[src/design/lewh_pkg.sv]
// Shared types, codes and constants of the line editor with history.
package lewh_pkg;

   localparam int LINE_LENGTH_DEF   = 80;
   localparam int HISTORY_DEPTH_DEF = 32;
   localparam int QUEUE_DEPTH       = 2;
   localparam int FKEY_COUNT        = 24;
   localparam int FKEY_PER_BANK     = 12;
   localparam int REQ_WIDTH         = 24;
   localparam int RSP_WIDTH         = 80;

   localparam logic [7:0] CHR_PROMPT = 8'h3A;
   localparam logic [7:0] CHR_SPACE  = 8'h20;
   localparam logic [7:0] CHR_S      = 8'h53;
   localparam logic [7:0] CHR_F      = 8'h46;
   localparam logic [7:0] CHR_ONE    = 8'h31;
   localparam logic [7:0] CHR_ZERO   = 8'h30;
   localparam logic [7:0] CHR_NUL    = 8'h00;

   typedef enum logic [3:0] {
      CMD_BEGIN  = 4'd0,
      CMD_CHAR   = 4'd1,
      CMD_CLEAR  = 4'd2,
      CMD_HOME   = 4'd3,
      CMD_END    = 4'd4,
      CMD_LEFT   = 4'd5,
      CMD_RIGHT  = 4'd6,
      CMD_PREV   = 4'd7,
      CMD_NEXT   = 4'd8,
      CMD_INSTOG = 4'd9,
      CMD_BKSP   = 4'd10,
      CMD_DEL    = 4'd11,
      CMD_ENTER  = 4'd12,
      CMD_FKEY   = 4'd13
   } cmd_type;

   typedef enum logic [3:0] {
      OP_BEGIN, OP_CHAR, OP_CLEAR, OP_HOME, OP_END, OP_LEFT, OP_RIGHT, OP_PREV,
      OP_NEXT, OP_INSTOG, OP_BKSP, OP_DEL, OP_ENTER, OP_FKEY, OP_NOP
   } op_kind_type;

   typedef struct packed {
      op_kind_type      kind;
      logic [7:0]       key_char;
      logic [3:0][7:0]  name;
      logic [2:0]       name_len;
   } op_type;

   typedef struct packed {
      logic   valid;
      op_type op;
   } q_head_type;

   typedef struct packed {
      logic       full;
      logic [1:0] count;
   } q_stat_type;

endpackage

[src/design/lewh_queue.sv]
// Short operation queue between the front end and the back end.
module lewh_queue
   import lewh_pkg::*;
(
   input  logic       clock,
   input  logic       reset,
   input  logic       push,
   input  op_type     push_op,
   input  logic       pop,
   output q_head_type head,
   output q_stat_type q_stat
);

   op_type     slot_ff [QUEUE_DEPTH];
   logic       wr_ptr_ff, wr_ptr_in;
   logic       rd_ptr_ff, rd_ptr_in;
   logic [1:0] count_ff, count_in;

   assign head.valid  = (count_ff != 2'd0);
   assign head.op     = slot_ff[rd_ptr_ff];
   assign q_stat.full = (count_ff == 2'(QUEUE_DEPTH));
   assign q_stat.count = count_ff;

   always_comb begin
      wr_ptr_in = wr_ptr_ff ^ push;
      rd_ptr_in = rd_ptr_ff ^ pop;
      count_in  = count_ff + 2'(push) - 2'(pop);
   end

   always_ff @(posedge clock) begin
      if (reset) begin
         wr_ptr_ff <= 1'b0;
         rd_ptr_ff <= 1'b0;
         count_ff  <= 2'd0;
      end else begin
         wr_ptr_ff <= wr_ptr_in;
         rd_ptr_ff <= rd_ptr_in;
         count_ff  <= count_in;
      end
      if (push) begin
         slot_ff[wr_ptr_ff] <= push_op;
      end
   end

endmodule

[config.mk]
export PLATFORM = sky130hd
export DESIGN_NAME = lewh_queue
export DESIGN_NICKNAME = d
export VERILOG_FILES = /design/src/design/lewh_pkg.sv /design/src/design/lewh_queue.sv
export SDC_FILE = /design/constraint.sdc
export NUM_CORES = 1
export LEC_CHECK = 0
export ABC_AREA = 1
export BUFFER_PORTS_ARGS = -buffer_cell sky130_fd_sc_hd__clkbuf_2
export CAP_MARGIN = 20
export CORE_UTILIZATION = 35
export DETAILED_ROUTE_END_ITERATION = 7
export GPL_ROUTABILITY_DRIVEN = 0
export GPL_TIMING_DRIVEN = 0
export PLACE_DENSITY = 0.57
export RECOVER_POWER = 50
export SKIP_LAST_GASP = 1
export SYNTH_ARGS = -nofsm -noshare
export SYNTH_HDL_FRONTEND = slang
export SYNTH_SLANG_ARGS = --single-unit
[constraint.sdc]
create_clock -name clock -period 2.2 [get_ports clock]
set_input_delay 0.11 -clock clock [delete_from_list [all_inputs] [get_ports clock]]
set_output_delay 0.11 -clock clock [all_outputs]
set_load 0.02 [all_outputs]
==> impl_metrics.py <==
metrics = {
    "run_status": {
        "outcome": "complete, no violations",
    },
    "global_route": {
        "overflow": 0,
        "antenna_found_initial": 0,
        "first_global_vias": 2009,
        "grt_pass1_wl_mm": 9.75,
        "grt_max_degree": 29,
        "grt_use_total": 0.118,
    },
    "floorplan": {
        "die_h_um": 105,
        "row_count": 37,
        "core_um2": 10300,
        "fp.dieW_um": 105,
        "dieArea_um2": 10900,
        "io_pins": 102,
        "initial_core_util": 0.358,
    },
    "logic_synthesis": {
        "yosysTopAreaCellShare": 0.767,
        "synth_fp_nets": 228,
        "yosys.area.top_type": "edfxtp_1",
        "ys_seq_elements": 98,
        "yosys-top-cells-area": "edfxtp_1, mux2_2, mux2_4, dfxtp_1, ha_1",
        "syn_area_um2": 3680,
        "ys_seq_area_frac": 0.788,
        "synth_cells": 173,
        "ys_warn_count": 0,
        "syn_area_per_cell_um2": 21.3,
        "synth.distinct_cells": 14,
    },
    "detailed_routing": {
        "ant_nets": 0,
        "vias": 2053,
        "route.detailed.drc": 0,
        "initialDrtViolationCount": 53,
        "drt_wl_total_mm": 6.32,
        "post_drt_wl_per_cell_um": 13.3,
        "first_pass_iters": 4,
        "viasPerCell": 4.31,
    },
    "cells_and_area": {
        "multi_input_area_um2": 709,
        "fin_nets": 390,
        "design_area_um2": 5020,
        "drive_gt1_frac": 0.403,
        "register_area_um2": 2900,
        "fill_cells": 914,
        "diodes": 0,
        "syn2layout_area_growth_pct": 36.4,
    },
    "timing": {
        "setup_viol": 0,
        "finalHoldViolCount": 0,
        "fin_crit_ns": 1.83,
        "rsz0062_at_grt": "false",
        "tightestPinTransition_ns": 1.07,
        "fin_skew_ns": 0.0103,
        "max_freq_ghz": 0.545,
        "post-route-period-util": 0.834,
        "timing.final.ws_setup_ns": 0.366,
        "report.final.slew_viol_count": 0,
        "max_slew_margin": 0.286,
    },
    "job": {
        "drv_cap": 0,
    },
    "place": {
        "portBuffers": 101,
        "dpl_worst_slack_ns": 0.656,
        "dp_hpwl_mm": 3.98,
        "dpl_cell_area_um2": 4400,
    },
    "power": {
        "p_leak_nw": 1.91,
        "ir_drop_uv": 387,
        "power.density_nw_per_um2": 788,
    },
    "critical_path": {
        "slowest_stage": "ha_1",
        "crit_path_end_kind": "flip-flop",
        "path_class": "reg2reg",
        "required_ns": 2.25,
        "cpPeakStageDelay_ns": 0.87,
        "crit_fanout": 28,
        "cp-start-kind": "flip-flop",
        "worstPathArrival_ns": 1.89,
        "crit_chain": "ha_1 -> buf_12",
    },
    "clock_network": {
        "cts_buffers": 9,
        "cts_tree": "yes",
        "clk_latency_ns": 0.35,
        "cts_max_level": 3,
        "clkSinkCount": 98,
        "cts_buffer_depth": 2,
        "postCtsSetupRepairBufs": 0,
        "cts_root_buffer": "clkbuf_8",
        "cts_hold_buf": 48,
        "clk_pin_slew_worst_paths_ns": 0.10,
        "cts_resized": 0,
    },
    "hold_path": {
        "hold_path.class": "in2reg",
    },
}
-- routing by layer --
layer  GRT usage  routed length, µm  vias up
met2       0.182               2920       69
li1            -                  -      984
met4      0.0573                104        0
met1       0.158               2980      991
met3      0.0274                320        9
met5           0                  0        -
-- worst paths after layout --
path	from	to	slack, ns	cells past startpoint
max	wr_ptr_ff	slot_ff[1][35]	0.37	2
min reg2reg	wr_ptr_ff	wr_ptr_ff	0.58	3
max reg2reg	wr_ptr_ff	slot_ff[1][35]	0.37	2
min	pop	rd_ptr_ff	0.03	3
-- sequential cells by signal (all words and copies together), names as in the netlist --
name       count
rd_ptr_ff      1
slot_ff       94
wr_ptr_ff      1
count_ff       2
-- cell usage in the layout (no fill, tap or decap), drive strengths merged --
cell / netlist / layout
mux2: 47 / 47
nand2: 4 / 4
clkinvlp: 0 / 1
nor2: 5 / 5
a21oi: 1 / 1
edfxtp: 94 / 94
dlygate4sd3: 0 / 48
clkinv: 0 / 2
inv: 7 / 11
ha: 4 / 4
dfxtp: 4 / 4
nand3: 1 / 1
buf: 5 / 7
xnor2: 1 / 1
clkbuf: 0 / 110
-- layout make-up --
cell class              count  area share
plain buffers               5     0.00922
clock buffers               9      0.0247
clock inverters             7      0.0120
inverters                   7     0.00523
multi-input cells          63       0.141
flip-flops and latches     98       0.578
well taps                 136      0.0339
repair buffers            151       0.196
-- stage by stage --
step                      total power [mW]  setup TNS (ns)  cells  hold slack, ns   util
final                                 3.96               0    476          0.0332  0.489
after global placement                2.84          -43.41    410           0.299  0.424
after detailed placement              2.86               0    412           0.302  0.428
after global routing                  4.13               0    476          0.0492  0.489
after CTS                             4.03               0    476          0.0121  0.493
after floorplan                       2.64               0    173           0.177      -
-- cells in the mapped netlist, drive strengths merged --
master and number:
mux2 47, xnor2 1, a21oi 1, nor2 5, inv 7, edfxtp 94, nand2 4, nand3 1
ha 4, buf 5, dfxtp 4
-- where the power goes --
| group | internal [mW] | total, mW | switching, mW |
|---|---|---|---|
| combinational | 0.304 | 0.662 | 0.358 |
| sequential | 2.17 | 2.20 | 0.0275 |
| clock | 0.434 | 1.10 | 0.662 |
-- critical path, delay by kind of cell (launching register included) --
| kind | cells | cell delay [ns] |
|---|---|---|
| fa+ha+maj | 1 | 0.87 |
| buf+inv | 1 | 0.30 |
| flops | 1 | 0.35 |
-- cell families after synthesis --
family          after synthesis  synth area share
compound gates                1           0.00136
xor+xnor                      1           0.00238
fa+ha+maj                     4            0.0136
buf+inv                      12            0.0197
flops                        98             0.788
mux                          47             0.164
simple gates                 10            0.0105
No activity file was read; power rests on OpenSTA's default activity.
