--- config.mk ---
export PLATFORM = sky130hd
export DESIGN_NAME = lewh_front
export DESIGN_NICKNAME = d
export VERILOG_FILES = /design/src/design/lewh_pkg.sv /design/src/design/lewh_front.sv
export SDC_FILE = /design/constraint.sdc
export NUM_CORES = 1
export LEC_CHECK = 0
export BUFFER_PORTS_ARGS = -buffer_cell sky130_fd_sc_hd__buf_2
export CAP_MARGIN = 40
export CORE_MARGIN = 2
export CORE_UTILIZATION = 38
export DETAILED_ROUTE_END_ITERATION = 10
export GPL_TIMING_DRIVEN = 0
export MAX_ROUTING_LAYER = met4
export PLACE_DENSITY = 0.9
export SLEW_MARGIN = 15
export SYNTH_ARGS = -nofsm -noshare
export SYNTH_HDL_FRONTEND = slang
export SYNTH_SLANG_ARGS = --single-unit
export TNS_END_PERCENT = 10
--- constraint.sdc ---
create_clock -name vclk -period 5.05
set_input_delay 0 -clock vclk [all_inputs]
set_output_delay 0 -clock vclk [all_outputs]
set_load 0.005 [all_outputs]
--- src/design/lewh_pkg.sv ---
// Shared types, codes and constants of the line editor with history.
package lewh_pkg;

   localparam int LINE_LENGTH_DEF   = 80;
   localparam int HISTORY_DEPTH_DEF = 32;
   localparam int QUEUE_DEPTH       = 2;
   localparam int FKEY_COUNT        = 24;
   localparam int FKEY_PER_BANK     = 12;
   localparam int REQ_WIDTH         = 24;
   localparam int RSP_WIDTH         = 80;

   localparam logic [7:0] CHR_PROMPT = 8'h3A;
   localparam logic [7:0] CHR_SPACE  = 8'h20;
   localparam logic [7:0] CHR_S      = 8'h53;
   localparam logic [7:0] CHR_F      = 8'h46;
   localparam logic [7:0] CHR_ONE    = 8'h31;
   localparam logic [7:0] CHR_ZERO   = 8'h30;
   localparam logic [7:0] CHR_NUL    = 8'h00;

   typedef enum logic [3:0] {
      CMD_BEGIN  = 4'd0,
      CMD_CHAR   = 4'd1,
      CMD_CLEAR  = 4'd2,
      CMD_HOME   = 4'd3,
      CMD_END    = 4'd4,
      CMD_LEFT   = 4'd5,
      CMD_RIGHT  = 4'd6,
      CMD_PREV   = 4'd7,
      CMD_NEXT   = 4'd8,
      CMD_INSTOG = 4'd9,
      CMD_BKSP   = 4'd10,
      CMD_DEL    = 4'd11,
      CMD_ENTER  = 4'd12,
      CMD_FKEY   = 4'd13
   } cmd_type;

   typedef enum logic [3:0] {
      OP_BEGIN, OP_CHAR, OP_CLEAR, OP_HOME, OP_END, OP_LEFT, OP_RIGHT, OP_PREV,
      OP_NEXT, OP_INSTOG, OP_BKSP, OP_DEL, OP_ENTER, OP_FKEY, OP_NOP
   } op_kind_type;

   typedef struct packed {
      op_kind_type      kind;
      logic [7:0]       key_char;
      logic [3:0][7:0]  name;
      logic [2:0]       name_len;
   } op_type;

   typedef struct packed {
      logic   valid;
      op_type op;
   } q_head_type;

   typedef struct packed {
      logic       full;
      logic [1:0] count;
   } q_stat_type;

endpackage

--- src/design/lewh_front.sv ---
// Front end: takes key transfers and classifies them into queued operations.
module lewh_front
   import lewh_pkg::*;
(
   input  logic                 req_tvalid,
   output logic                 req_tready,
   input  logic [REQ_WIDTH-1:0] req_tdata,
   input  q_stat_type           q_stat,
   output logic                 push,
   output op_type               push_op
);

   logic [3:0] cmd;
   logic [7:0] ch;
   logic [4:0] fi;

   assign cmd        = req_tdata[3:0];
   assign ch         = req_tdata[11:4];
   assign fi         = req_tdata[16:12];
   assign req_tready = !q_stat.full;
   assign push       = req_tvalid && req_tready;

   always_comb begin
      logic       bank;
      logic [4:0] n;
      logic [3:0] num;
      logic [3:0] dig;
      logic       two;
      logic [7:0] dc;
      bank = (fi >= 5'(FKEY_PER_BANK));
      n    = bank ? fi - 5'(FKEY_PER_BANK) : fi;
      num  = 4'(n) + 4'd1;
      two  = (num >= 4'd10);
      dig  = two ? num - 4'd10 : num;
      dc   = CHR_ZERO + 8'(dig);

      push_op          = '0;
      push_op.key_char = ch;
      if (!bank && !two) begin
         push_op.name     = {CHR_NUL, CHR_NUL, dc, CHR_F};
         push_op.name_len = 3'd2;
      end else if (!bank) begin
         push_op.name     = {CHR_NUL, dc, CHR_ONE, CHR_F};
         push_op.name_len = 3'd3;
      end else if (!two) begin
         push_op.name     = {CHR_NUL, dc, CHR_F, CHR_S};
         push_op.name_len = 3'd3;
      end else begin
         push_op.name     = {dc, CHR_ONE, CHR_F, CHR_S};
         push_op.name_len = 3'd4;
      end

      case (cmd_type'(cmd))
         CMD_BEGIN:  push_op.kind = OP_BEGIN;
         CMD_CHAR:   push_op.kind = OP_CHAR;
         CMD_CLEAR:  push_op.kind = OP_CLEAR;
         CMD_HOME:   push_op.kind = OP_HOME;
         CMD_END:    push_op.kind = OP_END;
         CMD_LEFT:   push_op.kind = OP_LEFT;
         CMD_RIGHT:  push_op.kind = OP_RIGHT;
         CMD_PREV:   push_op.kind = OP_PREV;
         CMD_NEXT:   push_op.kind = OP_NEXT;
         CMD_INSTOG: push_op.kind = OP_INSTOG;
         CMD_BKSP:   push_op.kind = OP_BKSP;
         CMD_DEL:    push_op.kind = OP_DEL;
         CMD_ENTER:  push_op.kind = OP_ENTER;
         CMD_FKEY:   push_op.kind = (fi < 5'(FKEY_COUNT)) ? OP_FKEY : OP_NOP;
         default:    push_op.kind = OP_NOP;
      endcase
   end

endmodule

==> summary.txt <==
Run status
  • Status: finished, final reports clean

Setup path
  • CP peak stage delay: 330 ps
  • Crit end category: output port
  • Arr. time, crit path: around 2700 ps
  • Critical path cell sequence: buf_2 > inv_1 > ha_1 > a21oi_2 > mux2i_1 > xor2_1 > or2_1 > nand2_1 > ha_1 > clkbuf_1 > inv_1 > o2111ai_2 > o21ai_1 > buf_2
  • CP startpoint: req_tdata[12]
  • CP endpoint: push_op[19]
  • Slowest stage cell, crit path: xor2_1
  • Critical Path RT: between 5000 and 6000 ps
  • Crit Path Max Fanout: 8
  • Crit path launch type: input pin
  • Kind of critical path: in2out

Finish
  • Fraction of layout cells with a size suffix above 1: 0.526
  • # diodes: 0
  • Most frequent cells in the layout: 50 x buf_2, 25 x buf_4, 10 x inv_1, 10 x ha_1, 10 x conb_1
  • FFs & Latches: 0
  • Fin nets: approximately 190
  • Clkbuf count: 0
  • Cell area after layout: ~960 sq um
  • Synthesis-to-finish area growth: 45.8%
  • Most common cell after layout, fill and taps aside: buf_2
  • Fillers: between 150 and 200
  • FF/Latch Area: 0 sq um

Global route
  • Number of global-route vias before repair: approximately 550
  • First-pass GRT wire length: between 2000 and 2500 um
  • Largest net degree at the start of global routing: 11
  • Gr ovfl total: 0
  • Initial antenna violation count: 0
  • Overall Global Routing Usage: 0.131

CTS
  • Hold buffers post-CTS: 0
  • Post-CTS setup buffer count: 0
  • Resized cells post-CTS: 0

STA
  • Final setup viols: 0
  • Final min period: 2720 ps
  • Period utilisation layout: 0.540
  • Fmax: 367 MHz
  • Pins over their slew limit: 0
  • Final hold viol count: 0
  • TNS Setup: 0 ps
  • RSZ-0062 raised after global routing: false

Power and ir drop
  • Power Density: between 100 and 150 nW/um^2
  • VDD IR max: 0.0564 mV
  • Leakage: around 0.6 nW

Yosys
  • Ys Warns: 0
  • Mean Syn Cell Area: 6.86 sq um
  • Sequential element share of the synthesized area: 0
  • Distinct cell type count after synthesis: 28
  • Post-Syn Area: ~660 sq um
  • Cells after synthesis: 96

Floorplanning
  • Die width: 45.6 um
  • Die Span Y: around 46 um
  • # IOs: 77
  • Initial core utilization: 0.394
  • Core area: around 1700 sq um
  • Die area: between 2000 and 2500 sq um
  • FP Rows: 15

Drt
  • DRC: 0
  • DRT antenna net count: 0
  • WL final: approximately 1500 um
  • DRT Pass-1 Iters: 2
  • Vias: 754
  • Drt wl/cell: 9.01 um
  • Via density per instance: 4.41
  • Iteration-0 DRC count of the detailed router: 3

Placement
  • DP Wirelength: 1390 um
  • I/O Buffers: 50
  • Routability cong.: 0.766
  • Placed Instance Area: roughly 960 sq um

Min path
  • Type of the worst min-delay path: in2out

Flow run
  • Max_cap viols: 0
-- area by class of cell --
class	count	area, sq um	area share
tap	17	21.3	0.0222
timing repair buffer	50	250	0.261
buffer	28	199	0.207
multi-input combinational	66	452	0.471
inverter	10	37.5	0.0391
-- kinds of logic after synthesis --
kind of cell | share of synthesized area
and+or+nand+nor | 0.181
muxes | 0.0304
adders and majority gates | 0.190
buffers and inverters | 0.359
other | 0.0114
xor gates and xnor gates | 0.0133
AOI/OAI and AO/OA | 0.215
-- worst min path at each step --
stage	from	cells past startpoint	to	slack, ps
CTS	req_tdata[5]	2	push_op[36]	170
global route	req_tdata[4]	2	push_op[35]	170
detailed placement	req_tdata[6]	2	push_op[37]	170
finish	req_tdata[8]	2	push_op[39]	170
global placement	req_tdata[11]	2	push_op[42]	170
floorplan	q_stat[2]	1	req_tready	30
-- through the flow --
stage	hold WS, ps	utilization	power, W	cells	setup slack, ps
2_1_floorplan	26.5	-	0.0000721	104	2960
3_3_place_gp	167	0.575	0.000108	171	2480
3_5_place_dp	166	0.575	0.000112	171	2340
4_1_cts	167	0.575	0.000113	171	2330
5_1_grt	171	0.575	0.000126	171	2070
6_report	166	0.575	0.000112	171	2330
-- per-layer routing --
layer	part of all wire	track usage	up-vias
met2	0.52	0.265	39
li1	-	-	391
met5	0	-	-
met3	0.096	0.00397	0
met4	0	0	0
met1	0.39	0.146	324
-- cells in the mapped netlist (all sizes together) --
master	n	share of area
a21boi	1	0.011
a21o	2	0.023
a21oi	9	0.091
and2	1	0.0095
and3	1	0.0095
buf	25	0.29
clkbuf	3	0.017
conb	2	0.011
ha	10	0.19
inv	10	0.057
mux2i	2	0.030
nand2	8	0.049
nand2b	2	0.019
nand3	2	0.015
nor2	6	0.034
nor2b	1	0.0095
nor3	1	0.015
o2111ai	1	0.023
o21a	2	0.023
o21ai	2	0.015
o21bai	1	0.011
o41a	1	0.017
or2	2	0.019
xor2	1	0.013
-- report_power, final --
part	internal [W]	switching, W	total, W
clock	0	0	0
combinational	0.0000573	0.0000548	0.000112
sequential	0	0	0
-- worst max-delay path: cells and delay by family --
kind | cells | cell delay [ps]
xor+xnor | 1 | 330
mux | 1 | 260
compound gates | 3 | 630
simple gates | 2 | 320
buf+inv | 5 | 780
fa+ha+maj | 2 | 400
(Power assumes the default switching activity.)
